==> src/hw/rtl/source_text_tokenizer_defines.svh <==
// assertion macros shared by the tokenizer rtl
// no dependencies; included by files that carry concurrent checks
`ifndef SOURCE_TEXT_TOKENIZER_DEFINES_SVH
`define SOURCE_TEXT_TOKENIZER_DEFINES_SVH

// condition holds at every clock edge outside reset
`define STT_ASSERT_ALWAYS(label, clk, rst, cond) \
  label: assert property (@(posedge clk) disable iff (rst) (cond)) \
    else $error("tokenizer check failed");

// consequent holds in the same cycle as the antecedent
`define STT_ASSERT_IMPLY(label, clk, rst, ante, cons) \
  label: assert property (@(posedge clk) disable iff (rst) (ante) |-> (cons)) \
    else $error("tokenizer check failed");

// consequent holds in the cycle after the antecedent
`define STT_ASSERT_NEXT(label, clk, rst, ante, cons) \
  label: assert property (@(posedge clk) disable iff (rst) (ante) |=> (cons)) \
    else $error("tokenizer check failed");

`endif

==> src/hw/rtl/stt_pkg.sv <==
// types, codes and character tables of the source text tokenizer
// no dependencies; used by stt_scan and source_text_tokenizer
`default_nettype none

package stt_pkg;

  // scanner mode between bytes
  typedef enum logic [2:0] {
    MODE_IDLE    = 3'd0,
    MODE_IDENT   = 3'd1,
    MODE_NUMBER  = 3'd2,
    MODE_SLASH   = 3'd3,
    MODE_PLUS    = 3'd4,
    MODE_MINUS   = 3'd5,
    MODE_COMMENT = 3'd6
  } mode_t;

  // token kind codes
  typedef enum logic [3:0] {
    KIND_IDENT   = 4'd0,
    KIND_KEYWORD = 4'd1,
    KIND_TYPE    = 4'd2,
    KIND_NUMBER  = 4'd3,
    KIND_BRACE   = 4'd4,
    KIND_SEMI    = 4'd5,
    KIND_BINOP   = 4'd6,
    KIND_INCR    = 4'd7,
    KIND_DECR    = 4'd8,
    KIND_SPECIAL = 4'd9,
    KIND_END     = 4'd10
  } kind_t;

  typedef struct packed {
    kind_t       kind;
    logic [7:0]  first;
    logic [15:0] start;
    logic [7:0]  length;
    logic        last;
  } token_t;

  // tokens made by one byte, tok0 goes out first
  typedef struct packed {
    logic [1:0] count;
    token_t     tok0;
    token_t     tok1;
  } step_out_t;

  localparam int KW_NUM = 4;

  // return, printf (keywords), int, double (types)
  localparam logic [7:0] KW_TEXT [KW_NUM][6] = '{
    '{8'h72, 8'h65, 8'h74, 8'h75, 8'h72, 8'h6e},
    '{8'h70, 8'h72, 8'h69, 8'h6e, 8'h74, 8'h66},
    '{8'h69, 8'h6e, 8'h74, 8'h00, 8'h00, 8'h00},
    '{8'h64, 8'h6f, 8'h75, 8'h62, 8'h6c, 8'h65}
  };
  localparam logic [7:0] KW_LEN [KW_NUM] = '{8'd6, 8'd6, 8'd3, 8'd6};
  localparam int KW_FIRST_TYPE = 2;

  localparam logic [7:0] CH_LF     = 8'h0a;
  localparam logic [7:0] CH_CR     = 8'h0d;
  localparam logic [7:0] CH_UNDER  = 8'h5f;
  localparam logic [7:0] CH_SLASH  = 8'h2f;
  localparam logic [7:0] CH_PLUS   = 8'h2b;
  localparam logic [7:0] CH_MINUS  = 8'h2d;
  localparam logic [7:0] CH_STAR   = 8'h2a;
  localparam logic [7:0] CH_EQUAL  = 8'h3d;
  localparam logic [7:0] CH_SEMI   = 8'h3b;
  localparam logic [7:0] CH_LBRACE = 8'h7b;
  localparam logic [7:0] CH_RBRACE = 8'h7d;
  localparam logic [7:0] CH_LPAREN = 8'h28;
  localparam logic [7:0] CH_RPAREN = 8'h29;

  function automatic logic is_space(logic [7:0] c);
    return (c == 8'h20) || (c >= 8'h09 && c <= 8'h0d);
  endfunction

  function automatic logic is_alpha(logic [7:0] c);
    return (c >= 8'h41 && c <= 8'h5a) || (c >= 8'h61 && c <= 8'h7a);
  endfunction

  function automatic logic is_digit(logic [7:0] c);
    return c >= 8'h30 && c <= 8'h39;
  endfunction

  // keyword character, zero past the table
  function automatic logic [7:0] kw_char(int unsigned i, logic [7:0] idx);
    logic [7:0] r;
    r = 8'h00;
    if (idx < 8'd6) begin
      r = KW_TEXT[i][idx[2:0]];
    end
    return r;
  endfunction

  // drop keywords that the character at position idx rules out
  function automatic logic [KW_NUM-1:0] mask_update(logic [KW_NUM-1:0] mask,
                                                    logic [7:0] idx,
                                                    logic [7:0] c);
    logic [KW_NUM-1:0] r;
    r = mask;
    for (int unsigned i = 0; i < KW_NUM; i++) begin
      if (idx >= KW_LEN[i] || kw_char(i, idx) != c) begin
        r[i] = 1'b0;
      end
    end
    return r;
  endfunction

endpackage

`default_nettype wire

==> src/hw/rtl/stt_scan.sv <==
// scanner state and per-byte token logic of the source text tokenizer
// depends on stt_pkg
`default_nettype none

module stt_scan #(
  parameter int unsigned      LENGTH_LIMIT   = 255,
  parameter longint unsigned  POSITION_LIMIT = 65535
) (
  input  wire logic              clk,
  input  wire logic              rst,
  input  wire logic              step,
  input  wire logic [7:0]        ch,
  input  wire logic              eoi,
  output stt_pkg::step_out_t     results
);

  localparam int POS_BITS = $clog2(POSITION_LIMIT + 64'd1);
  localparam int PW = (POS_BITS > 16) ? POS_BITS : 16;
  localparam logic [PW-1:0] POS_MAX = PW'(POSITION_LIMIT);
  localparam logic [7:0] LEN_CAP = 8'((LENGTH_LIMIT > 255) ? 255 : LENGTH_LIMIT);

  stt_pkg::mode_t                   mode, mode_next;
  logic [stt_pkg::KW_NUM-1:0]       mask, mask_next;
  logic [15:0]                      tok_start, tok_start_next;
  logic [7:0]                       tok_len, tok_len_next;
  logic [7:0]                       tok_first, tok_first_next;
  logic [PW-1:0]                    pos, pos_next;
  logic                             finished, finished_next;

  stt_pkg::token_t flush_tok, fresh_tok;
  stt_pkg::kind_t  ident_kind;
  logic            flush_emits, do_flush, do_fresh, fresh_emit, pair_hit;
  logic [7:0]      len_grown;

  // kind of the identifier in progress, first table entry wins
  always_comb begin
    ident_kind = stt_pkg::KIND_IDENT;
    for (int i = stt_pkg::KW_NUM - 1; i >= 0; i--) begin
      if (mask[i] && tok_len == stt_pkg::KW_LEN[i]) begin
        ident_kind = (i < stt_pkg::KW_FIRST_TYPE) ? stt_pkg::KIND_KEYWORD
                                                  : stt_pkg::KIND_TYPE;
      end
    end
  end

  assign flush_emits = (mode == stt_pkg::MODE_IDENT) || (mode == stt_pkg::MODE_NUMBER) ||
                       (mode == stt_pkg::MODE_SLASH) || (mode == stt_pkg::MODE_PLUS) ||
                       (mode == stt_pkg::MODE_MINUS);
  assign len_grown = (tok_len < LEN_CAP) ? tok_len + 8'd1 : tok_len;

  // token held in the state: pending token, or the incr / decr pair
  always_comb begin
    flush_tok.first = tok_first;
    flush_tok.start = tok_start;
    flush_tok.last  = 1'b0;
    if (pair_hit) begin
      flush_tok.kind   = (mode == stt_pkg::MODE_PLUS) ? stt_pkg::KIND_INCR
                                                     : stt_pkg::KIND_DECR;
      flush_tok.length = 8'd2;
    end else if (mode == stt_pkg::MODE_IDENT) begin
      flush_tok.kind   = ident_kind;
      flush_tok.length = tok_len;
    end else if (mode == stt_pkg::MODE_NUMBER) begin
      flush_tok.kind   = stt_pkg::KIND_NUMBER;
      flush_tok.length = tok_len;
    end else begin
      flush_tok.kind   = stt_pkg::KIND_BINOP;
      flush_tok.length = 8'd1;
    end
  end

  // next state and tokens for one byte or end mark
  always_comb begin
    mode_next      = mode;
    mask_next      = mask;
    tok_start_next = tok_start;
    tok_len_next   = tok_len;
    tok_first_next = tok_first;
    pos_next       = pos;
    finished_next  = finished;
    do_flush       = 1'b0;
    do_fresh       = 1'b0;
    fresh_emit     = 1'b0;
    pair_hit       = 1'b0;
    fresh_tok.kind   = stt_pkg::KIND_SPECIAL;
    fresh_tok.first  = ch;
    fresh_tok.start  = pos[15:0];
    fresh_tok.length = 8'd1;
    fresh_tok.last   = 1'b0;

    if (step && !finished) begin
      if (eoi) begin
        // close anything open, then the end token
        do_flush         = flush_emits;
        mode_next        = stt_pkg::MODE_IDLE;
        finished_next    = 1'b1;
        fresh_emit       = 1'b1;
        fresh_tok.kind   = stt_pkg::KIND_END;
        fresh_tok.first  = 8'h00;
        fresh_tok.length = 8'd0;
      end else begin
        pos_next = (pos >= POS_MAX) ? '0 : pos + PW'(1);
        unique case (mode)
          stt_pkg::MODE_IDENT: begin
            if (stt_pkg::is_alpha(ch) || stt_pkg::is_digit(ch) || ch == stt_pkg::CH_UNDER) begin
              mask_next    = stt_pkg::mask_update(mask, tok_len, ch);
              tok_len_next = len_grown;
            end else begin
              do_flush = 1'b1;
              do_fresh = 1'b1;
            end
          end
          stt_pkg::MODE_NUMBER: begin
            if (stt_pkg::is_digit(ch)) begin
              tok_len_next = len_grown;
            end else begin
              do_flush = 1'b1;
              do_fresh = 1'b1;
            end
          end
          stt_pkg::MODE_COMMENT: begin
            if (ch == stt_pkg::CH_LF || ch == stt_pkg::CH_CR) begin
              mode_next = stt_pkg::MODE_IDLE;
            end
          end
          stt_pkg::MODE_SLASH: begin
            if (ch == stt_pkg::CH_SLASH) begin
              mode_next = stt_pkg::MODE_COMMENT;
            end else begin
              do_flush = 1'b1;
              do_fresh = 1'b1;
            end
          end
          stt_pkg::MODE_PLUS, stt_pkg::MODE_MINUS: begin
            if (ch == tok_first) begin
              pair_hit  = 1'b1;
              do_flush  = 1'b1;
              mode_next = stt_pkg::MODE_IDLE;
            end else begin
              do_flush = 1'b1;
              do_fresh = 1'b1;
            end
          end
          default: begin
            do_fresh = 1'b1;
          end
        endcase

        // byte handled from idle
        if (do_fresh) begin
          mode_next = stt_pkg::MODE_IDLE;
          if (stt_pkg::is_space(ch)) begin
            fresh_emit = 1'b0;
          end else if (stt_pkg::is_alpha(ch) || stt_pkg::is_digit(ch) ||
                       ch == stt_pkg::CH_SLASH || ch == stt_pkg::CH_PLUS ||
                       ch == stt_pkg::CH_MINUS) begin
            tok_start_next = pos[15:0];
            tok_first_next = ch;
            tok_len_next   = 8'd1;
            if (stt_pkg::is_alpha(ch)) begin
              mode_next = stt_pkg::MODE_IDENT;
              mask_next = stt_pkg::mask_update('1, 8'd0, ch);
            end else if (stt_pkg::is_digit(ch)) begin
              mode_next = stt_pkg::MODE_NUMBER;
            end else if (ch == stt_pkg::CH_SLASH) begin
              mode_next = stt_pkg::MODE_SLASH;
            end else if (ch == stt_pkg::CH_PLUS) begin
              mode_next = stt_pkg::MODE_PLUS;
            end else begin
              mode_next = stt_pkg::MODE_MINUS;
            end
          end else begin
            fresh_emit = 1'b1;
            if (ch == stt_pkg::CH_LBRACE || ch == stt_pkg::CH_RBRACE ||
                ch == stt_pkg::CH_LPAREN || ch == stt_pkg::CH_RPAREN) begin
              fresh_tok.kind = stt_pkg::KIND_BRACE;
            end else if (ch == stt_pkg::CH_SEMI) begin
              fresh_tok.kind = stt_pkg::KIND_SEMI;
            end else if (ch == stt_pkg::CH_STAR || ch == stt_pkg::CH_EQUAL) begin
              fresh_tok.kind = stt_pkg::KIND_BINOP;
            end else begin
              fresh_tok.kind = stt_pkg::KIND_SPECIAL;
            end
          end
        end
      end
    end
  end

  // pack tokens in order and mark the last one
  always_comb begin
    results.tok0 = do_flush ? flush_tok : fresh_tok;
    results.tok1 = fresh_tok;
    results.tok0.last = 1'b0;
    results.tok1.last = 1'b1;
    if (do_flush && fresh_emit) begin
      results.count = 2'd2;
    end else if (do_flush || fresh_emit) begin
      results.count     = 2'd1;
      results.tok0.last = 1'b1;
    end else begin
      results.count = 2'd0;
    end
  end

  // scanner state
  always_ff @(posedge clk) begin
    if (rst) begin
      mode      <= stt_pkg::MODE_IDLE;
      mask      <= '1;
      tok_start <= '0;
      tok_len   <= '0;
      tok_first <= '0;
      pos       <= '0;
      finished  <= 1'b0;
    end else begin
      mode      <= mode_next;
      mask      <= mask_next;
      tok_start <= tok_start_next;
      tok_len   <= tok_len_next;
      tok_first <= tok_first_next;
      pos       <= pos_next;
      finished  <= finished_next;
    end
  end

endmodule

`default_nettype wire

==> src/hw/rtl/source_text_tokenizer.sv <==
// top level of the source text tokenizer: input register, scanner, token queue
// depends on stt_pkg, stt_scan and source_text_tokenizer_defines.svh
//
// Takes one source byte (or an end mark) per transfer and returns finished
// tokens with kind, first character, start position and length. A byte is
// taken every cycle as long as the token queue has two free entries; a byte
// or end mark that closes one token and emits another yields two tokens,
// which the four-entry token queue absorbs. A byte waits in the input
// register until two queue entries are free, is then scanned, and its
// tokens are written into the token queue. The input register holds a byte
// while the queue has fewer than two free entries. After the end mark all
// further input is taken and ignored until reset.
`default_nettype none
`include "source_text_tokenizer_defines.svh"

module source_text_tokenizer #(
  parameter int unsigned     LENGTH_LIMIT   = 255,
  parameter longint unsigned POSITION_LIMIT = 65535
) (
  input  wire logic        clk,
  input  wire logic        rst,
  input  wire logic        src_valid,
  output logic             src_stall,
  input  wire logic [7:0]  ch,
  input  wire logic        end_of_input,
  output logic             tok_valid,
  input  wire logic        tok_stall,
  output logic [3:0]       token_kind,
  output logic [7:0]       first_char,
  output logic [15:0]      start_pos,
  output logic [7:0]       token_length,
  output logic             last_of_run
);

  localparam int QDEPTH = 4;
  localparam int QPW = $clog2(QDEPTH);
  localparam int QCW = $clog2(QDEPTH + 1);

  logic                   hold_valid;
  logic [7:0]             hold_ch;
  logic                   hold_eoi;
  logic                   step, src_take, pop;
  stt_pkg::step_out_t     results;
  stt_pkg::token_t        queue [QDEPTH];
  logic [QPW-1:0]         wr_ptr, rd_ptr;
  logic [QCW-1:0]         count, count_next;
  stt_pkg::token_t        head;

  // scan the held byte when two queue entries are free
  assign step      = hold_valid && (count <= QCW'(QDEPTH - 2));
  assign src_stall = hold_valid && !step;
  assign src_take  = src_valid && !src_stall;

  // input register
  always_ff @(posedge clk) begin
    if (rst) begin
      hold_valid <= 1'b0;
    end else if (src_take) begin
      hold_valid <= 1'b1;
    end else if (step) begin
      hold_valid <= 1'b0;
    end
  end

  always_ff @(posedge clk) begin
    if (src_take) begin
      hold_ch  <= ch;
      hold_eoi <= end_of_input;
    end
  end

  stt_scan #(
    .LENGTH_LIMIT  (LENGTH_LIMIT),
    .POSITION_LIMIT(POSITION_LIMIT)
  ) u_scan (
    .clk    (clk),
    .rst    (rst),
    .step   (step),
    .ch     (hold_ch),
    .eoi    (hold_eoi),
    .results(results)
  );

  // token queue storage
  always_ff @(posedge clk) begin
    if (step && results.count != 2'd0) begin
      queue[wr_ptr] <= results.tok0;
    end
    if (step && results.count == 2'd2) begin
      queue[wr_ptr + QPW'(1)] <= results.tok1;
    end
  end

  assign pop        = tok_valid && !tok_stall;
  assign count_next = count + QCW'(step ? results.count : 2'd0) - QCW'(pop);

  // queue pointers and fill count
  always_ff @(posedge clk) begin
    if (rst) begin
      wr_ptr <= '0;
      rd_ptr <= '0;
      count  <= '0;
    end else begin
      if (step) begin
        wr_ptr <= wr_ptr + QPW'(results.count);
      end
      if (pop) begin
        rd_ptr <= rd_ptr + QPW'(1);
      end
      count <= count_next;
    end
  end

  // output transfer side
  assign head         = queue[rd_ptr];
  assign tok_valid    = (count != '0);
  assign token_kind   = head.kind;
  assign first_char   = head.first;
  assign start_pos    = head.start;
  assign token_length = head.length;
  assign last_of_run  = head.last;

  `STT_ASSERT_ALWAYS(a_count_range, clk, rst, count <= QCW'(QDEPTH))
  `STT_ASSERT_IMPLY(a_step_count, clk, rst, step, results.count <= 2'd2)
  `STT_ASSERT_NEXT(a_push_visible, clk, rst, step && results.count != 2'd0, tok_valid)
  `STT_ASSERT_IMPLY(a_end_is_last, clk, rst, tok_valid && token_kind == 4'(stt_pkg::KIND_END), last_of_run)

endmodule

`default_nettype wire

==> config.mk <==
export PLATFORM = sky130hd
export DESIGN_NAME = source_text_tokenizer
export DESIGN_NICKNAME = d
export VERILOG_FILES = /design/src/hw/rtl/stt_pkg.sv /design/src/hw/rtl/stt_scan.sv /design/src/hw/rtl/source_text_tokenizer.sv
export VERILOG_INCLUDE_DIRS = /design/src /design/src/hw/rtl
export SDC_FILE = /design/constraint.sdc
export NUM_CORES = 1
export LEC_CHECK = 0
export BUFFER_PORTS_ARGS = -buffer_cell sky130_fd_sc_hd__buf_4
export CORE_MARGIN = 1.5
export CORE_UTILIZATION = 50
export CTS_BUF_LIST = sky130_fd_sc_hd__clkbuf_8
export CTS_CLUSTER_DIAMETER = 60
export DETAILED_ROUTE_END_ITERATION = 6
export MAX_ROUTING_LAYER = met4
export PLACE_DENSITY = 0.67
export SETUP_SLACK_MARGIN = 0.2
export SLEW_MARGIN = 15
export SYNTH_ARGS = -nofsm -noshare
export SYNTH_HDL_FRONTEND = slang
export SYNTH_SLANG_ARGS = --single-unit
==> constraint.sdc <==
create_clock -name clk -period 5.15 [get_ports clk]
set_input_delay 0.2575 -clock clk [delete_from_list [all_inputs] [get_ports clk]]
set_output_delay 0.2575 -clock clk [all_outputs]
set_load 0.005 [all_outputs]
==> impl_metrics.ini <==
[pwr]
p_leak_nw = 4.198
p_per_area_nw_per_um2 = 331.7
totalPowerFinal_mw = 4.236
p_int_mw = 3.071
swShare_pct = 27.49
ir_drop_mv = 0.2032
combPwrFrac_pct = 16.7
pwr-share-seq_pct = 48.2
power_switching_mw = 1.164
p_clk_share_pct = 35.1

[floorplan]
fp.dieW_um = 154.2
std_cell_rows = 55
io_pins = 52
coreArea_sq_um = 22570
die_area_sq_um = 23790
die_y_um = 154.2
initial_core_util_pct = 50.66

[timing]
finalSetupViolations = 0
slew-limit-headroom_pct = 23.17
slew_violations = 0
grt_setup_unrepaired = no
fin_crit_ns = 4.435
clock.fmax_mhz = 225.5
setup_tns_ns = 0
clock_skew_ns = 0.02977
hold_viol_final = 0
fin_crit_sh_pct = 86.11
worst_slew_pin_slew_ns = 1.152

[finish]
fin_util_pct = 56.58
fin_nets = 1086
diodes = 0
final_cell_mix = 125 x edfxtp_1, 101 x nand2_1, 96 x dfxtp_1
drive_gt1_share_pct = 18.32
area_growth_pct = 11.69
nFillCells = 1961
post-route-cell-area_sq_um = 12770
final_common_cell = edfxtp_1

[clocking]
clk_pin_slew_ns = 0.07
clk_path_buf_depth = 3
cts_max_level = 2
cts_buffers = 38
cts_root_buffer = clkbuf_8
post_cts_resize_count = 0
tritoncts = built
cts_setup_buffers = 0
ctsHoldBuffers = 10
cts_sinks = 223
clkLatencyLatePin_ns = 0.55

[routing]
drtIter0Drc = 798
routed_wl_um = 30130
via_per_inst = 6.306
wl_per_cell_um = 21.98
ant_nets = 0
drtPass1Iterations = 5
drc_errors = 0
vias = 8646

[run]
cap_violations = 0

[synthesis]
yosysTopAreaCell = edfxtp_1
syn_area_sq_um = 11430
synthTopCellsByArea = edfxtp_1 33%, dfxtp_1 17%, mux4_2 7.3%
ys_seq_elements = 223
synth_edf_count = 125
synth_top_cell_area_share_pct = 32.83
ys_types = 75
synth_warnings = 0
synth.avg_cell_area_sq_um = 11.23
syn-num-nets = 1048
synthCells = 1018
ys_seq_area_share_pct = 49.98
synthArstFlopShare_pct = 0
synthFlopType = edfxtp_1

[worst_setup_path]
r2r.worst_path.cells = 10
critical_path_required_ns = 5.33
worstPathCellList = or4_4 -> o221ai_4 -> o2111ai_2 -> a21oi_2 -> inv_2 -> ha_1 -> nor4b_1 -> nor2_1 -> inv_1 -> buf_4
cp_slowest_cell = or4_4
timing.rr.start = hold_ch[0]
crit_path_max_incr_delay_ns = 0.62
path_max_fanout = 30
worstSetupStartpointType = flip-flop
reg2reg_to = queue[1][26]
reg2reg_slack_ns = 0.72
crit_arrival_ns = 4.61
path_class = reg2reg
end_kind = flip-flop

[place]
portBuffers = 51
gp_congestion = 0.9530
post_dp_cell_area_sq_um = 11960
dp_hpwl_um = 18870

[status]
status = completed

[worst_hold_path]
min-delay-start = tok_stall
holdPathEnd = rd_ptr[0]
hold_class = in2reg
min_path_cells = 4

[global_routing]
antenna_found_initial = 0
grt_pass1_wl_um = 46840
grt_pass1_vias = 8172
grt_max_degree = 53
grt_overflow = 0
groute.usage.overall_pct = 26.38
## layout make-up
cell class	count	area [sq um]	area share, %
Inverter	21	78.83	0.6172
Multi-Input combinational cell	685	5207	40.78
Clock buffer	43	591.8	4.634
Tap cell	285	356.6	2.792
Timing Repair Buffer	87	703.2	5.506
Clock inverter	27	115.1	0.9013
Sequential cell	223	5718	44.77
## cell families after synthesis
group | after synthesis | share of synthesized area [%]
AO/OA/AOI/OAI | 283 | 19.31
XOR/XNOR | 39 | 2.987
adder cells (fa/ha/maj) | 17 | 1.926
buffers and inverters | 110 | 4.497
flip-flops | 223 | 49.98
multiplexers | 38 | 7.375
AND/OR/NAND/NOR | 308 | 13.92
## flip-flops by register name, indices dropped and copies added (netlist names), named ones only
name	cells
queue	148
u_scan.pos	16
u_scan.tok_start	16
hold_ch	8
u_scan.tok_first	8
u_scan.tok_len	8
u_scan.mask	4
count	3
u_scan.mode	3
rd_ptr	2
wr_ptr	2
hold_eoi	1
hold_valid	1
u_scan.finished	1
## through the flow
step                hold WS, ns  worst slack, ns  cells
floorplan                0.3564            1.172   1018
global placement         0.4311           0.9094   1291
detailed placement       0.4367           0.7952   1291
CTS                      0.1151           0.7584   1371
global route             0.1537           0.4707   1371
finish                   0.1279           0.7152   1371
## power by group through the flow
| stage | logic [mW] | registers, mW | clock network [mW] |
|---|---|---|---|
| 3_5_place_dp | 0.708 | 2.08 | 0 |
| 3_3_place_gp | 0.702 | 2.08 | 0 |
| 4_1_cts | 0.715 | 2.04 | 1.51 |
| 2_1_floorplan | 0.524 | 1.98 | 0 |
| 5_1_grt | 0.770 | 2.05 | 1.59 |
| 6_report | 0.707 | 2.04 | 1.49 |
## how the worst max path moves through the flow
stage	end	startpoint	slack, ns	cells past startpoint
floorplan	queue[1][10]	hold_ch[1]	1.17	12
global placement	queue[1][20]	hold_ch[0]	0.91	10
detailed placement	queue[1][20]	hold_ch[0]	0.80	10
CTS	queue[1][27]	hold_ch[0]	0.76	10
global route	queue[1][26]	hold_ch[0]	0.47	10
finish	queue[1][26]	hold_ch[0]	0.72	10
## routing by layer
| metal | wire [um] | global-route usage, % | vias to the layer above | part of all wire [%] |
|---|---|---|---|---|
| li1 | - | - | 3989 | - |
| met1 | 13200 | 35.54 | 4234 | 44 |
| met2 | 13900 | 40.31 | 348 | 46 |
| met3 | 2123 | 4.931 | 75 | 7.0 |
| met4 | 913 | 8.969 | 0 | 3.0 |
| met5 | 0 | - | - | 0 |
## Yosys cell counts, drive strengths merged, types with 4 or more instances
library cell,count
nor4b,5
or2,4
xor2,15
o22ai,16
nand3,22
nor2b,10
edfxtp,125
a22o,89
a211oi,6
nor2,74
a21oi,61
xnor2,24
dfxtp,98
o2bb2ai,6
nor4,8
o211ai,5
nand4,12
buf,38
ha,16
o22a,4
nand2,104
a32o,33
clkbuf,51
or3,10
nand3b,6
and3,11
o21ai,28
mux4,37
inv,21
a31oi,8
nand2b,6
nor3,22
## worst max-delay path, delay by kind of cell, from the launching register on
kind                       cells  cell delay (ns)
AOI/OAI and AO/OA              3             0.83
buffers and inverters          3             0.76
adders and majority gates      1             0.32
DFF                            1             0.59
and+or+nand+nor                3             1.53
(Power assumes the default switching activity.)
